===== config.mk =====
export PLATFORM = sky130hd
export DESIGN_NAME = sjs_div
export DESIGN_NICKNAME = d
export VERILOG_FILES = /design/src/design/sjs_pkg.sv /design/src/design/sjs_div.sv
export SDC_FILE = /design/constraint.sdc
export NUM_CORES = 2
export LEC_CHECK = 0
export BUFFER_PORTS_ARGS = -buffer_cell sky130_fd_sc_hd__buf_2
export CAP_MARGIN = 20
export CORE_MARGIN = 8
export CORE_UTILIZATION = 60
export CTS_BUF_LIST = sky130_fd_sc_hd__clkbuf_2
export CTS_CLUSTER_DIAMETER = 60
export DETAILED_ROUTE_END_ITERATION = 16
export GPL_TIMING_DRIVEN = 0
export PLACE_DENSITY = 0.75
export SETUP_SLACK_MARGIN = 0.5
export SLEW_MARGIN = 40
export SYNTH_ARGS = -nofsm -noshare
export SYNTH_HDL_FRONTEND = slang
export SYNTH_SLANG_ARGS = --single-unit

===== constraint.sdc =====
create_clock -name clk_i -period 29 [get_ports clk_i]
set_input_delay 4.35 -clock clk_i [delete_from_list [all_inputs] [get_ports clk_i]]
set_output_delay 4.35 -clock clk_i [all_outputs]
set_load 0.02 [all_outputs]

===== src/design/sjs_pkg.sv =====
// Shared constants, stratum tables and reciprocal table for the sample generator.
package sjs_pkg;

  localparam int unsigned MaxSampleCount = 1024;
  localparam int unsigned FracBits       = 24;
  localparam int unsigned CountW         = 11;
  localparam int unsigned ColW           = 6;   // up to ceil(sqrt(MaxSampleCount)) = 32
  localparam int unsigned PosW           = 5;
  localparam int unsigned DivNW          = 30;
  localparam int unsigned MaxCols        = 32;

  localparam logic [31:0] MixK1    = 32'h7FEB352D;
  localparam logic [31:0] MixK2    = 32'h846CA68B;
  localparam logic [31:0] HashInit = 32'h9E3779B9;
  localparam logic [31:0] SeedOfs  = 32'h85EBCA6B;
  localparam logic [31:0] IdxOfs   = 32'hC2B2AE35;
  localparam logic [31:0] CntOfs   = 32'h27D4EB2F;
  localparam logic [31:0] DimOfs   = 32'h165667B1;
  localparam logic [31:0] USalt    = 32'hA511E9B3;
  localparam logic [31:0] VSalt    = 32'h63D83595;

  localparam logic [FracBits-1:0] CoordCenter = FracBits'(1 << (FracBits - 1));
  localparam logic [FracBits-1:0] CoordMax    = {FracBits{1'b1}};
  localparam logic [63:0]         Two32       = 64'h1_0000_0000;

  // 16-entry 4x4 pattern, returns {x, y}
  function automatic logic [3:0] pat16(input logic [3:0] i);
    logic [3:0] r;
    unique case (i)
      4'd0:  r = {2'd0, 2'd0};
      4'd1:  r = {2'd2, 2'd0};
      4'd2:  r = {2'd1, 2'd1};
      4'd3:  r = {2'd3, 2'd1};
      4'd4:  r = {2'd0, 2'd2};
      4'd5:  r = {2'd2, 2'd2};
      4'd6:  r = {2'd1, 2'd3};
      4'd7:  r = {2'd3, 2'd3};
      4'd8:  r = {2'd1, 2'd0};
      4'd9:  r = {2'd3, 2'd0};
      4'd10: r = {2'd0, 2'd1};
      4'd11: r = {2'd2, 2'd1};
      4'd12: r = {2'd1, 2'd2};
      4'd13: r = {2'd3, 2'd2};
      4'd14: r = {2'd0, 2'd3};
      default: r = {2'd2, 2'd3};
    endcase
    return r;
  endfunction

  // floor(2^32 / d) for divisors 2..32; other codes return all ones
  function automatic logic [31:0] recip(input logic [ColW-1:0] d);
    logic [31:0] r;
    unique case (d)
      6'd2:  r = 32'(Two32 / 2);
      6'd3:  r = 32'(Two32 / 3);
      6'd4:  r = 32'(Two32 / 4);
      6'd5:  r = 32'(Two32 / 5);
      6'd6:  r = 32'(Two32 / 6);
      6'd7:  r = 32'(Two32 / 7);
      6'd8:  r = 32'(Two32 / 8);
      6'd9:  r = 32'(Two32 / 9);
      6'd10: r = 32'(Two32 / 10);
      6'd11: r = 32'(Two32 / 11);
      6'd12: r = 32'(Two32 / 12);
      6'd13: r = 32'(Two32 / 13);
      6'd14: r = 32'(Two32 / 14);
      6'd15: r = 32'(Two32 / 15);
      6'd16: r = 32'(Two32 / 16);
      6'd17: r = 32'(Two32 / 17);
      6'd18: r = 32'(Two32 / 18);
      6'd19: r = 32'(Two32 / 19);
      6'd20: r = 32'(Two32 / 20);
      6'd21: r = 32'(Two32 / 21);
      6'd22: r = 32'(Two32 / 22);
      6'd23: r = 32'(Two32 / 23);
      6'd24: r = 32'(Two32 / 24);
      6'd25: r = 32'(Two32 / 25);
      6'd26: r = 32'(Two32 / 26);
      6'd27: r = 32'(Two32 / 27);
      6'd28: r = 32'(Two32 / 28);
      6'd29: r = 32'(Two32 / 29);
      6'd30: r = 32'(Two32 / 30);
      6'd31: r = 32'(Two32 / 31);
      6'd32: r = 32'(Two32 / 32);
      default: r = 32'hFFFF_FFFF;
    endcase
    return r;
  endfunction

endpackage


===== src/design/sjs_div.sv =====
// Two-stage divider by a small divisor: reciprocal multiply, back-multiply, one fix-up.
module sjs_div (
  input  logic                        clk_i,
  input  logic                        en_i,
  input  logic [sjs_pkg::DivNW-1:0]   num_i,
  input  logic [sjs_pkg::ColW-1:0]    den_i,
  output logic [sjs_pkg::DivNW-1:0]   quo_o,
  output logic [sjs_pkg::ColW-1:0]    rem_o
);
  import sjs_pkg::*;

  logic [DivNW-1:0] n1_q, n2_q, q1_q, q2_q, p2_q, q1_d, p2_d, r;
  logic [ColW-1:0]  d1_q, d2_q;
  logic [DivNW+31:0] prod;
  logic              fix;

  always_comb begin
    prod = (DivNW+32)'(num_i) * (DivNW+32)'(recip(den_i));
    q1_d = prod[DivNW+31:32];
    p2_d = DivNW'(q1_q * DivNW'(d1_q));
    r    = n2_q - p2_q;
    fix  = r >= DivNW'(d2_q);
    quo_o = fix ? q2_q + DivNW'(1) : q2_q;
    rem_o = fix ? ColW'(r - DivNW'(d2_q)) : ColW'(r);
  end

  always_ff @(posedge clk_i) begin
    if (en_i) begin
      n1_q <= num_i;
      d1_q <= den_i;
      q1_q <= q1_d;
      n2_q <= n1_q;
      d2_q <= d1_q;
      q2_q <= q1_q;
      p2_q <= p2_d;
    end
  end

endmodule


## Word-level counts from Yosys, hierarchy flattened

Memories as Yosys holds them, arrays and structs flattened.
Cells that the tools add are included.

| word-level totals | value |
|---|---|
| register bits | 162 |
| bits in latches | 0 |
| RAM bits | 0 |
| bits in read-only memories | 2048 |
| input bits | 38 |
| logic and storage cells | 16 |
| memories kept | 1 |

Memories:

| memory | depth | width | rd ports | clocked after Yosys merged registers in | wr ports | RTL line | text |
|---|---|---|---|---|---|---|---|
| (name not given) | 64 | 32 | 1 | 0 | 0 | sjs_pkg.sv:53 | `unique case (d)` |

| operators by class | value |
|---|---|
| add/subtract/negate cells | 3 |
| multiply operators | 2 |
| div/mod/pow operators | 0 |
| $lt $le $gt $ge | 1 |
| eq/ne operators | 0 |
| shift-type cells | 0 |
| muxes and demuxes | 2 |
| bitwise logic cells | 0 |
| reductions and logical operators | 0 |

Operator list:

| operator | number |
|---|---|
| $mul A30 B32 Y62 | 1 |
| $add A30 B1 Y30 const B | 1 |
| $ge A30 B6 Y1 | 1 |
| $mul A30 B6 Y30 | 1 |
| $mux W30 | 1 |
| $sub A30 B30 Y30 | 1 |
| $mux W6 | 1 |
| $sub A6 B6 Y6 | 1 |

## Longest topological paths before layout

| depth | value |
|---|---|
| depth in word-level cells | 3 |
| mapped depth | 40 |
| mapped depth without buffers | 38 |

## Least setup slack after synthesis

No wires, ideal clock.

| path | value |
|---|---|
| path kind | input port to flip-flop |
| from | in den_i[0] (netlist bit) |
| to | reg q1_q[22] (data pin) |
| library setup time | 0.265 ns |
| data arrival time | 12.825 ns |
| path slack | 15.910 ns |
| cell stages on the path | 35 |
| path buffers | 4 |
| path through | inv_1 ha_1 clkbuf_1 nand2b_1 nor3_1 clkbuf_1 clkbuf_1 nor2_1 clkbuf_1 and2_1 fa_1 inv_1 fa_1 fa_1 fa_1 inv_1 fa_1 fa_1 fa_1 inv_1 fa_1 inv_1 ha_1 and3_1 and3_1 a31oi_1 o211ai_1 nor3_1 a21oi_1 nor3b_1 o21ai_1 a21o_1 a211oi_1 o21ai_0 xor2_1 |

| between the ends | value |
|---|---|
| word-level cells in the longest chain between the ends | 2 |

RTL lines:

| what | RTL line | text |
|---|---|---|
| start: declaration | sjs_div.sv:6 | `input logic [sjs_pkg::ColW-1:0] den_i,` |
| $mem_v2 Z64 W32 | -- |  |
| $mul A30 B32 Y62 | sjs_div.sv:18 | `prod = (DivNW+32)'(num_i) * (DivNW+32)'(recip(den_i));` |
| via prod[54] | sjs_div.sv:14 | `logic [DivNW+31:0] prod;` |
| end signal: assignment | sjs_div.sv:31 | `q1_q <= q1_d;` |
| end: declaration | sjs_div.sv:12 | `logic [DivNW-1:0] n1_q, n2_q, q1_q, q2_q, p2_q, q1_d, p2_d, r;` |

The timed path passes the listed nets, and every way through them passes these cells.
A chain may end at the register's enable or synchronous reset.

## Worst setup path after layout

| path | value |
|---|---|
| from | in den_i[3] (netlist bit) |
| to | reg q1_q[18] (data pin) |

Same word-level chain as after synthesis.

==> results.py <==
metrics = {
    "finish": {
        "syn2layout_area_growth_pct": 4.53,
        "fillCellCount": 6187,
        "seq_area_mm2": 0.00486,
        "multiInputGateArea_mm2": 0.0344,
        "nets": 6262,
        "drive_gt1_frac": 0.0388,
        "post-route-util": 0.633,
    },
    "logic_synthesis": {
        "async_reset_ff_frac": 0,
        "synth.mux.area_fraction": 0.00340,
        "synth_top_family_by_area": "adder cells",
        "synth_edf_count": 162,
        "syn_area_mm2": 0.0442,
        "synthCells": 4862,
        "syn_nets": 6165,
        "ys.flop_type": "edfxtp_1",
        "synth-compound-area-share": 0.0719,
        "yosys.area_share.simple": 0.170,
        "synthXorXnorAreaFrac": 0.0151,
        "yosys_warnings": 0,
        "syn_avg_cell_area_um2": 9.09,
        "synth_seq_area_share": 0.110,
        "ys_types": 78,
        "synth_seq_cells": 162,
        "synth_adder_area_share": 0.517,
    },
    "detailed_routing": {
        "via_per_inst": 6.03,
        "drc": 0,
        "drtAntennaViolNets": 0,
        "detail_route.iter0.violations": 4137,
        "wl_um": 150000,
        "vias": 35900,
        "wl_per_cell_um": 25.2,
        "firstDrtPassIters": 6,
    },
    "clock_tree": {
        "cts_htree_levels": 4,
        "numClockSinks": 162,
        "cts_buffers": 17,
        "cts_max_path_buffers": 2,
        "ctsHoldBuffers": 0,
        "clockRootBuffer": "clkbuf_2",
        "post_cts_buffers": 0,
        "tritoncts": "built",
        "insertion_delay_ns": 0.85,
        "clk_pin_slew_ns": 0.27,
        "ctsResizeCount": 0,
    },
    "min_path": {
        "worst_hold_path.endpoint": "n2_q[9]",
        "hp-start": "n1_q[9]",
        "whs_path_depth": 0,
        "hp-class": "reg -> reg",
    },
    "worst_setup_path": {
        "start_kind": "input port",
        "crit-reg2reg-capture": "p2_q[29]",
        "required_ns": 29.59,
        "path_max_fanout": 10,
        "r2r_slack_ns": 21.75,
        "slowest_delay_ns": 0.76,
        "cp.arrival_ns": 16.68,
        "r2r-start": "d1_q[1]",
        "cp_slowest_cell": "clkbuf_1",
        "reg2regPathDepth": 21,
        "path_common_cell": "fa_1",
        "setup.worst_path.class": "in -> reg",
        "cp-end-kind": "flop",
    },
    "sta": {
        "rsz0062_at_grt": "false",
        "fin_crit_sh": 0.555,
        "setup_viol": 0,
        "fin_skew_ns": 0.0517,
        "tns_ns": 0,
        "worst_pin_slew_ns": 1.06,
        "layout_min_cycle_time_ns": 16.10,
        "fmax_mhz": 62.1,
        "slew_violations": 0,
        "slew-limit-headroom": 0.293,
        "finalHoldViolCount": 0,
    },
    "grt": {
        "grt_pass1_wl_um": 226000,
        "grt_overflow": 0,
        "grt.total_usage": 0.368,
        "antenna_found_initial": 14,
        "grt_max_degree": 85,
        "grt_pass1_vias": 36700,
    },
    "job": {
        "maxCapViolCount": 0,
    },
    "run_status": {
        "status": "finished clean",
    },
    "placed_design": {
        "place_congestion": 1.06,
        "io_buffers": 73,
        "dp_hpwl_um": 121000,
    },
    "floorplanning": {
        "initial_core_util": 0.606,
        "design.die.area_mm2": 0.0826,
        "die_w_um": 287,
        "row_count": 99,
        "die_h_um": 287,
        "core_area_mm2": 0.0730,
        "io_pins": 74,
    },
}
[cell type report]
class                           instances  area share
Timing Repair Buffer                   78     0.00988
Clock inverter                         15     0.00320
Clock buffer                           17     0.00184
Multi-Input combinational cell       3394       0.744
Buffer                                267      0.0239
Antenna cell                           18    0.000975
Tap cell                              959      0.0260
Sequential cell                       162       0.105
Inverter                             1039      0.0844
[sequential cells by signal (all words and copies together) (netlist names)]
name  flops
q2_q     30
d1_q      6
d2_q      6
n1_q     30
n2_q     30
p2_q     30
q1_q     30
[how the worst max path moves through the flow]
stage | from | slack, ns | cells past startpoint | to
2_1_floorplan | den_i[0] | 15.91 | 35 | q1_q[22]
3_3_place_gp | den_i[0] | 12.21 | 37 | q1_q[18]
3_5_place_dp | den_i[0] | 12.42 | 36 | q1_q[18]
4_1_cts | den_i[0] | 13.33 | 36 | q1_q[18]
5_1_grt | den_i[0] | 12.80 | 35 | q1_q[18]
6_report | den_i[3] | 12.90 | 34 | q1_q[18]
[placed cells by master (no fill, tap or decap), drive strengths merged, types with 13 or more instances in the layout]
cell type / instances
o21a: 16
nand2: 739
nand2b: 17
nand3: 38
a31oi: 32
o211ai: 19
edfxtp: 162
nor3: 28
nor2b: 20
o21ai: 106
clkbuf: 260
xnor2: 50
ha: 327
a21o: 39
and3: 20
and4: 18
and2: 499
inv: 1044
xor2: 26
o21bai: 13
a21oi: 167
diode: 18
nor2: 116
fa: 938
buf: 102
o311ai: 25
[layer usage]
| layer | share of wire | track usage | vias up |
|---|---|---|---|
| li1 | - | - | 15000 |
| met1 | 0.36 | 0.472 | 17800 |
| met2 | 0.42 | 0.536 | 2502 |
| met3 | 0.14 | 0.133 | 546 |
| met4 | 0.070 | 0.214 | 2 |
| met5 | 0.000087 | 0 | - |
[synth_stat cells, types with 26 or more instances]
| master | instances | area share |
|---|---|---|
| a21o_1 | 39 | 0.0066 |
| a21oi_1 | 165 | 0.019 |
| a31oi_1 | 31 | 0.0044 |
| and2_1 | 499 | 0.071 |
| clkbuf_1 | 242 | 0.021 |
| edfxtp_1 | 162 | 0.11 |
| fa_1 | 938 | 0.42 |
| ha_1 | 327 | 0.093 |
| inv_1 | 1037 | 0.088 |
| nand2_1 | 739 | 0.063 |
| nand3_1 | 38 | 0.0043 |
| nor2_1 | 116 | 0.0099 |
| nor3_1 | 27 | 0.0031 |
| o21ai_0 | 100 | 0.011 |
| xnor2_1 | 50 | 0.0099 |
| xor2_1 | 26 | 0.0052 |
[logic make-up after synthesis]
group | after synthesis
compound gates | 497
mux | 14
fa+ha+maj | 1265
simple gates | 1542
flops | 162
buf+inv | 1306
xor+xnor | 76
[critical path: cells and delay by family]
| kind | cells | cell delay, ns |
|---|---|---|
| buffers and inverters | 9 | 2.31 |
| and+or+nand+nor | 6 | 1.38 |
| adders and majority gates | 9 | 4.53 |
| AOI/OAI and AO/OA | 10 | 4.08 |
[per-stage QoR]
step / worst slack (ns) / cell area, um2 / hold slack [ns] / std cells
2_1_floorplan: 15.91 / 44200 / 0.400 / 4862
3_3_place_gp: 12.21 / 45800 / 0.401 / 5894
3_5_place_dp: 12.42 / 45900 / 0.405 / 5898
4_1_cts: 13.33 / 46100 / 0.455 / 5930
5_1_grt: 12.80 / 46200 / 0.462 / 5935
6_report: 12.90 / 46200 / 0.448 / 5949
Power is not shown: default switching activity piles up to over one toggle a cycle in this logic, so the estimate is an artifact.
