--- config.mk ---
export PLATFORM = sky130hd
export DESIGN_NAME = sjs_mix
export DESIGN_NICKNAME = d
export VERILOG_FILES = /design/src/design/sjs_pkg.sv /design/src/design/sjs_mix.sv
export SDC_FILE = /design/constraint.sdc
export NUM_CORES = 1
export LEC_CHECK = 0
export ABC_AREA = 1
export BUFFER_PORTS_ARGS = -buffer_cell sky130_fd_sc_hd__clkbuf_2
export CAP_MARGIN = 20
export CORE_MARGIN = 2
export CORE_UTILIZATION = 64
export CTS_CLUSTER_DIAMETER = 50
export DETAILED_ROUTE_END_ITERATION = 10
export GPL_TIMING_DRIVEN = 0
export PLACE_DENSITY_LB_ADDON = 0.08
export SYNTH_ARGS = -nofsm -noshare
export SYNTH_HDL_FRONTEND = slang
export SYNTH_SLANG_ARGS = --single-unit
export TNS_END_PERCENT = 50
--- constraint.sdc ---
create_clock -name clk_i -period 17.4 [get_ports clk_i]
set_input_delay 3.48 -clock clk_i [delete_from_list [all_inputs] [get_ports clk_i]]
set_output_delay 3.48 -clock clk_i [all_outputs]
set_load 0.005 [all_outputs]
--- src/design/sjs_pkg.sv ---
// Shared constants, stratum tables and reciprocal table for the sample generator.
package sjs_pkg;

  localparam int unsigned MaxSampleCount = 1024;
  localparam int unsigned FracBits       = 24;
  localparam int unsigned CountW         = 11;
  localparam int unsigned ColW           = 6;   // up to ceil(sqrt(MaxSampleCount)) = 32
  localparam int unsigned PosW           = 5;
  localparam int unsigned DivNW          = 30;
  localparam int unsigned MaxCols        = 32;

  localparam logic [31:0] MixK1    = 32'h7FEB352D;
  localparam logic [31:0] MixK2    = 32'h846CA68B;
  localparam logic [31:0] HashInit = 32'h9E3779B9;
  localparam logic [31:0] SeedOfs  = 32'h85EBCA6B;
  localparam logic [31:0] IdxOfs   = 32'hC2B2AE35;
  localparam logic [31:0] CntOfs   = 32'h27D4EB2F;
  localparam logic [31:0] DimOfs   = 32'h165667B1;
  localparam logic [31:0] USalt    = 32'hA511E9B3;
  localparam logic [31:0] VSalt    = 32'h63D83595;

  localparam logic [FracBits-1:0] CoordCenter = FracBits'(1 << (FracBits - 1));
  localparam logic [FracBits-1:0] CoordMax    = {FracBits{1'b1}};
  localparam logic [63:0]         Two32       = 64'h1_0000_0000;

  // 16-entry 4x4 pattern, returns {x, y}
  function automatic logic [3:0] pat16(input logic [3:0] i);
    logic [3:0] r;
    unique case (i)
      4'd0:  r = {2'd0, 2'd0};
      4'd1:  r = {2'd2, 2'd0};
      4'd2:  r = {2'd1, 2'd1};
      4'd3:  r = {2'd3, 2'd1};
      4'd4:  r = {2'd0, 2'd2};
      4'd5:  r = {2'd2, 2'd2};
      4'd6:  r = {2'd1, 2'd3};
      4'd7:  r = {2'd3, 2'd3};
      4'd8:  r = {2'd1, 2'd0};
      4'd9:  r = {2'd3, 2'd0};
      4'd10: r = {2'd0, 2'd1};
      4'd11: r = {2'd2, 2'd1};
      4'd12: r = {2'd1, 2'd2};
      4'd13: r = {2'd3, 2'd2};
      4'd14: r = {2'd0, 2'd3};
      default: r = {2'd2, 2'd3};
    endcase
    return r;
  endfunction

  // floor(2^32 / d) for divisors 2..32; other codes return all ones
  function automatic logic [31:0] recip(input logic [ColW-1:0] d);
    logic [31:0] r;
    unique case (d)
      6'd2:  r = 32'(Two32 / 2);
      6'd3:  r = 32'(Two32 / 3);
      6'd4:  r = 32'(Two32 / 4);
      6'd5:  r = 32'(Two32 / 5);
      6'd6:  r = 32'(Two32 / 6);
      6'd7:  r = 32'(Two32 / 7);
      6'd8:  r = 32'(Two32 / 8);
      6'd9:  r = 32'(Two32 / 9);
      6'd10: r = 32'(Two32 / 10);
      6'd11: r = 32'(Two32 / 11);
      6'd12: r = 32'(Two32 / 12);
      6'd13: r = 32'(Two32 / 13);
      6'd14: r = 32'(Two32 / 14);
      6'd15: r = 32'(Two32 / 15);
      6'd16: r = 32'(Two32 / 16);
      6'd17: r = 32'(Two32 / 17);
      6'd18: r = 32'(Two32 / 18);
      6'd19: r = 32'(Two32 / 19);
      6'd20: r = 32'(Two32 / 20);
      6'd21: r = 32'(Two32 / 21);
      6'd22: r = 32'(Two32 / 22);
      6'd23: r = 32'(Two32 / 23);
      6'd24: r = 32'(Two32 / 24);
      6'd25: r = 32'(Two32 / 25);
      6'd26: r = 32'(Two32 / 26);
      6'd27: r = 32'(Two32 / 27);
      6'd28: r = 32'(Two32 / 28);
      6'd29: r = 32'(Two32 / 29);
      6'd30: r = 32'(Two32 / 30);
      6'd31: r = 32'(Two32 / 31);
      6'd32: r = 32'(Two32 / 32);
      default: r = 32'hFFFF_FFFF;
    endcase
    return r;
  endfunction

endpackage

--- src/design/sjs_mix.sv ---
// Two-stage lowbias32 mixer: one multiply per register stage.
module sjs_mix (
  input  logic        clk_i,
  input  logic        en_i,
  input  logic [31:0] val_i,
  output logic [31:0] mix_o
);
  import sjs_pkg::*;

  logic [31:0] m1_q, m1_d, m2_q, m2_d;

  always_comb begin
    m1_d = 32'((val_i ^ (val_i >> 16)) * MixK1);
    m2_d = 32'((m1_q ^ (m1_q >> 15)) * MixK2);
  end

  always_ff @(posedge clk_i) begin
    if (en_i) begin
      m1_q <= m1_d;
      m2_q <= m2_d;
    end
  end

  assign mix_o = m2_q ^ (m2_q >> 16);

endmodule

; ---- Word level (Yosys, flattened, before mapping)
; Index checks and enable logic that the tools add are counted.
[totals]
regBits = 64
in_bits = 34
out_inout_bits = 32
wordCells = 7
[classes]
multipliers = 2
n_bitwise = 3
[op_table]
columns = op, count
row1 = 32-bit by 16-bit XOR with 32-bit output, 2
row2 = 32-bit by 31-bit multiplier with 32-bit output (second input constant), 1
row3 = 32-bit by 32-bit multiplier with 32-bit output (second input constant), 1
row4 = 32-bit by 17-bit XOR with 32-bit output, 1

; ---- Longest topological paths before layout
; Gate-level depths: netlist of the first run.
[depth]
depth_word = 2
ltp_mapped = 34
mapped_depth_nobuf = 34

; ---- Worst setup path before layout of the first run
; OpenSTA, ideal clock, no wires.
[synth_path]
kind = in2reg
start = input port val_i[4]
end = register m1_q[31], data pin
setup_ps = 252
arrival_time_ps = 9247
required_time_ps = 17148
setup_slack_ps = 7901
path_stages = 21
path_buffers = 0
path_cell_list = xor2_1 > ha_1 > ha_1 > a21o_2 > fa_1 > inv_1 > fa_1 > inv_1 > fa_1 > fa_1 > fa_1 > fa_1 > fa_1 > ha_1 > inv_1 > nor3_1 > nand2_1 > o21ai_0 > nor2_4 > nand2_1 > nand2_1
[synth_between]
elab_chain_cells = 2
[synth_lines]
columns = item, line
row1 = start: declaration, sjs_mix.sv:5  ; input logic [31:0] val_i,
row2 = 32-bit by 16-bit XOR with 32-bit output, sjs_mix.sv:13  ; m1_d = 32'((val_i ^ (val_i >> 16)) * MixK1);
row3 = 32-bit by 31-bit multiplier with 32-bit output, sjs_mix.sv:13
row4 = net m1_d[31], sjs_mix.sv:10  ; logic [31:0] m1_q, m1_d, m2_q, m2_d;
row5 = end signal: assignment, sjs_mix.sv:19  ; m1_q <= m1_d;
row6 = end: declaration, sjs_mix.sv:10
; The timed path passes the listed nets, and every way through them passes these cells.
; A chain may end at the register's enable or synchronous reset.

; ---- Worst setup path in the final report of the first run
[layout_path]
start = input port val_i[18]
end = register m1_q[31], data pin
; The elaborated chain is that of the path after synthesis.

==> results of run 1 <==
-- metrics by stage --
stage | utilization | hold WS, ps
floorplan | - | 677
global placement | 0.678 | 1000
global route | 0.688 | 1050
CTS | 0.688 | 1010
detailed placement | 0.679 | 992
finish | 0.688 | 1000
-- kinds of logic after synthesis --
logic type	after synthesis	synth area share
and+or+nand+nor	384	0.0801
AOI/OAI and AO/OA	121	0.0348
adders and majority gates	715	0.578
buffers and inverters	678	0.130
xor gates and xnor gates	175	0.0805
DFF	64	0.0962
-- routing by layer --
| layer | up-vias | part of all wire |
|---|---|---|
| met5 | - | 0 |
| met4 | 0 | 0.040 |
| met3 | 102 | 0.035 |
| met2 | 324 | 0.53 |
| met1 | 6981 | 0.40 |
| li1 | 6576 | - |
-- sequential cells by signal, indices dropped and copies added, names as in the netlist --
| register | count |
|---|---|
| m1_q | 32 |
| m2_q | 32 |
-- worst min-delay path: cells and delay by family, from the launching register on --
| kind | cells | cell delay, ps |
|---|---|---|
| xor gates and xnor gates | 1 | 140 |
| buffers and inverters | 1 | 310 |
| DFF | 1 | 340 |
-- layout by cell type, fill, tap and decap left out, drive strengths merged, types with 19 or more instances in the layout --
cell type / synthesis / routed
inv: 662 / 662
ha: 369 / 369
fa: 346 / 346
nand2: 244 / 244
xor2: 121 / 121
clkbuf: 0 / 75
edfxtp: 64 / 64
nor2: 59 / 59
a21oi: 58 / 58
xnor2: 54 / 54
nand3: 52 / 52
o21ai: 29 / 29
buf: 16 / 19
-- layout make-up --
class                      instances  area share
multi-input combinational       1395       0.732
inverter                         662       0.118
sequential                        64      0.0910
tap                              396      0.0235
timing repair buffer              68      0.0170
clock buffer                      10      0.0108
buffer                            16     0.00569
clock inverter                     5     0.00231
-- synthesized netlist by cell type, types with 9 or more instances --
cell | number | area share
inv_1 | 657 | 0.12
o21ai_1 | 9 | 0.0023
nand2_1 | 241 | 0.045
nor2_1 | 58 | 0.011
edfxtp_1 | 64 | 0.096
a21oi_1 | 58 | 0.015
xor2_1 | 116 | 0.051
o21bai_1 | 14 | 0.0053
buf_4 | 16 | 0.0060
o21ai_0 | 19 | 0.0048
xnor2_1 | 52 | 0.023
ha_1 | 369 | 0.23
nand3_1 | 52 | 0.013
fa_1 | 346 | 0.35
-- how the worst max path moves through the flow --
stage                     to  cells past startpoint
global route        m1_q[31]                     27
floorplan           m1_q[31]                     21
global placement    m1_q[31]                     22
detailed placement  m1_q[31]                     27
CTS                 m1_q[31]                     27
finish              m1_q[31]                     27
==> flow_summary.json, run 1 <==
{
  "status": "finished clean",
  "drive_gt1_frac": 0.0545,
  "drc": 0,
  "grtUsageTotal": 0.332,
  "die_width_um": 181,
  "finalCriticalPeriod_ps": 10830,
  "use_met2": 0.612,
  "seqCellArea_mm2": 0.00192,
  "worstSetupStartpointType": "primary input",
  "hpwlAfterDp_um": 45000,
  "slowest_stage": "xnor2_1",
  "die_h_um": 181,
  "place_congestion": 1.02,
  "ys.flop_type": "edfxtp_1",
  "htree_levels": 3,
  "crit_family": "adder cells",
  "routed_wl_um": 51000,
  "fmax_mhz": 92.4,
  "clk_path_buf_depth": 2,
  "clk_transition_reported_paths_ps": 50,
  "wl_per_cell_um": 19.5,
  "hold_viol": 0,
  "finClkSkew_ps": 6.81,
  "finalWorstSetupSlack_ps": 6570,
  "grt_pass1_wl_um": 82100,
  "insertedDiodeCount": 0,
  "r2r_slack_ps": 9860,
  "r2r_cells": 22,
  "dp.cells": 2600,
  "cts_resized": 0,
  "worstPathArrival_ps": 10920,
  "ant_nets": 0,
  "use_met1": 0.401,
  "fp.dieArea_mm2": 0.0326,
  "syn_nets": 2886,
  "drt_iter0_drc": 675,
  "timing.final.crit_share": 0.622,
  "min_from": "m1_q[0]",
  "vias": 14000,
  "num_io_pins": 66,
  "drt_first_pass_iters": 5,
  "clock-root-buffer": "clkbuf_16",
  "numCtsBuffers": 9,
  "rsz0062_at_grt": "false",
  "path_max_fanout": 9,
  "synthArstFlopShare": 0,
  "grt_overflow": 0,
  "vias_per_cell": 5.35,
  "rows": 64,
  "cpPeakStageDelay_ps": 680,
  "setup_violations": 0,
  "worst_setup_path_end_kind": "flip-flop",
  "fin_area_mm2": 0.0211,
  "hold_depth": 2,
  "hold_end": "m2_q[0]",
  "port_buffers": 65,
  "crit_buf_inv": 7,
  "hold_path_class": "flip-flop to flip-flop",
  "maxCapViolations": 0,
  "post-cts-setup-buffers": 0,
  "path_common_cell": "fa_1",
  "multi_input_area_mm2": 0.0155,
  "grt.busiest_layer": "met2",
  "grt_max_degree": 65,
  "nNetsFinal": 2965,
  "required_ps": 17490,
  "grt_pass1_vias": 15300,
  "postSynthAreaPerCell_um2": 9.35,
  "fin_tns_setup_ps": 0,
  "cts_tree": "yes",
  "slew_violations": 0,
  "synth_cell_types": 40,
  "relSlewSlack": 0.218,
  "crit_path_start": "val_i[18]",
  "fin_cells": 2616,
  "grtUsageMet3": 0.0289,
  "r2r-end": "m2_q[31]",
  "synth_area_mm2": 0.0200,
  "ctsHoldBuffers": 0,
  "tightest_slew_ps": 1160,
  "areaGrowthSynthToFinish_pct": 5.70,
  "place_ws_ps": 6430,
  "antenna_found_initial": 0,
  "reg2reg_from": "m1_q[25]",
  "ys_warn_count": 0,
  "placed_area_mm2": 0.0208,
  "initial_utilization": 0.651,
  "fillerInstances": 2506,
  "synthCells": 2137,
  "core-area_mm2": 0.0307,
  "ys_seq_area_frac": 0.0962,
  "clkSinkCount": 64,
  "crit_type": "primary input to flip-flop",
  "clock_latency_ps": 340,
  "ys_seq_elements": 64,
  "synth_edf_count": 64
}
Power of run 1 is left out: the tool's default activity adds up to more than one toggle a clock period on the data nets, which glitch-free logic cannot reach.
==> run 2: changes to the inputs <==
Settings changed: CORE_UTILIZATION 64 to 60.
Clock period 17.4 ns to 9.35 ns, I/O delays scaled along.
==> run 2 against run 1 <==
Net effect:
- critical path depth shrank 3
- non-clock buffer count is the same
- cell area grew 0.47%
- cell count grew 1.8%
- setup slack lost 6200 ps
- sequential cell count is the same
- die area grew 6.5%
- clock skew shrank 1.3 ps
- global-route usage shrank 2.1 points
- highest routed layer unchanged
==> flow_summary.json, run 2 (same netlist as run 1, synthesis figures left out) <==
{
  "port_buffers": 65,
  "hpwlAfterDp_um": 45400,
  "crit_family": "adder cells",
  "worst_setup_path_end_kind": "flip-flop",
  "slowest_stage": "xnor2_1",
  "hold_viol": 0,
  "worstSetupStartpointType": "primary input",
  "grt_pass1_vias": 15100,
  "initial_utilization": 0.612,
  "clkSinkCount": 64,
  "drc": 0,
  "final_util": 0.650,
  "clk_path_buf_depth": 2,
  "insertedDiodeCount": 0,
  "fp.dieArea_mm2": 0.0348,
  "finalWorstSetupSlack_ps": 402,
  "path_max_fanout": 7,
  "grt_pass1_wl_um": 81600,
  "post-cts-setup-buffers": 0,
  "clock_latency_ps": 350,
  "clock-root-buffer": "clkbuf_16",
  "nNetsFinal": 2965,
  "worstPathArrival_ps": 9060,
  "largestRegisters": "m1_q x32, m2_q x32",
  "maxCapViolations": 0,
  "grt_overflow": 0,
  "die_width_um": 186,
  "relSlewSlack": 0.238,
  "fillerInstances": 2794,
  "timing.final.crit_share": 0.957,
  "vias": 13900,
  "ctsHoldBuffers": 0,
  "rows": 66,
  "fmax_mhz": 112,
  "place_congestion": 0.981,
  "tightest_slew_ps": 1140,
  "crit_chain": "clkbuf_2, xnor2_1, inv_1, ha_1, inv_1, fa_1, inv_1, fa_1, inv_1, fa_1, inv_1, fa_1, fa_1, fa_1, fa_1, ha_1, a21oi_1, o21ai_0, a211oi_1, o21ai_0, nor2_4, inv_1, nand3_1, nand2_1",
  "htree_levels": 3,
  "die_h_um": 186,
  "areaGrowthSynthToFinish_pct": 6.20,
  "drive_gt1_frac": 0.0554,
  "setup_violations": 0,
  "hold_path_class": "flip-flop to flip-flop",
  "numCtsBuffers": 9,
  "rsz0062_at_grt": "false",
  "path_common_cell": "fa_1",
  "finalCriticalPeriod_ps": 8950,
  "place_ws_ps": 44.4,
  "crit_buf_inv": 7,
  "crit_type": "primary input to flip-flop",
  "clk_transition_reported_paths_ps": 50,
  "num_io_pins": 66,
  "cts_tree": "yes",
  "routed_wl_um": 51200,
  "drt_iter0_drc": 719,
  "drt_first_pass_iters": 5,
  "core-area_mm2": 0.0326,
  "layout_commonest_cell": "inv_1",
  "most-common-layout-cells": "inv_1, ha_1, fa_1",
  "slew_violations": 0,
  "grtUsageTotal": 0.311,
  "ant_nets": 0,
  "cpPeakStageDelay_ps": 730,
  "vias_per_cell": 5.23,
  "grt_max_degree": 65,
  "required_ps": 9460,
  "antenna_found_initial": 0,
  "status": "finished clean",
  "wl_per_cell_um": 19.2,
  "finClkSkew_ps": 5.50
}
-- run 2: cell count changes in the layout (fill, tap and decap cells not counted) --
| cell | change |
|---|---|
| xnor2_2 | +1 |
| bufinv_16 | +1 |
| clkinv_2 | -2 |
| clkinvlp_4 | +2 |
| xnor2_1 | -1 |
-- run 2: routing by layer --
| metal | share of wire | wire [um] | global-route usage | vias up |
|---|---|---|---|---|
| met4 | 0.057 | 2900 | 0.164 | 0 |
| li1 | - | - | - | 6574 |
| met1 | 0.39 | 20000 | 0.369 | 6851 |
| met3 | 0.043 | 2180 | 0.0352 | 123 |
| met2 | 0.51 | 26100 | 0.556 | 385 |
| met5 | 0 | 0 | 0 | - |
-- run 2: stage by stage --
| step | cells | TNS, ps | area (um2) | hold slack, ps |
|---|---|---|---|---|
| 2_1_floorplan | 2137 | 0 | 20000 | 677 |
| 3_3_place_gp | 2644 | -338 | 20900 | 1010 |
| 3_5_place_dp | 2646 | 0 | 20900 | 996 |
| 4_1_cts | 2662 | 0 | 21200 | 1020 |
| 5_1_grt | 2663 | 0 | 21200 | 1060 |
| 6_report | 2663 | 0 | 21200 | 1040 |
-- run 2: worst min-delay path, cell delays in order, from the launching register on --
cell	delay (ps)
edfxtp_1	330
xnor2_1	240
inv_2	230
-- run 2: layout make-up --
| class | instances | area, um2 | share of cell area |
|---|---|---|---|
| buffer | 16 | 120 | 0.00566 |
| clock buffer | 10 | 229 | 0.0108 |
| clock inverter | 6 | 83.8 | 0.00395 |
| inverter | 662 | 2480 | 0.117 |
| multi-input combinational | 1395 | 15500 | 0.729 |
| sequential | 64 | 1920 | 0.0906 |
| tap | 442 | 553 | 0.0261 |
| timing repair buffer | 68 | 358 | 0.0169 |
-- run 2: worst paths after layout --
path,endpoint,start,depth (start not counted),slack (ps)
hold / removal,m2_q[0],m1_q[0],2,1040
hold reg to reg,m2_q[0],m1_q[0],2,1040
setup reg to reg,m2_q[30],m1_q[24],25,1870
setup / recovery,m1_q[31],val_i[26],24,400
-- run 2: repair_timing --
action,CTS,global route
setup endpoints to repair,0,1
gates resized for setup,0,1
endpoints found under the hold margin,0,0
Power of run 2 is left out for the same reason.
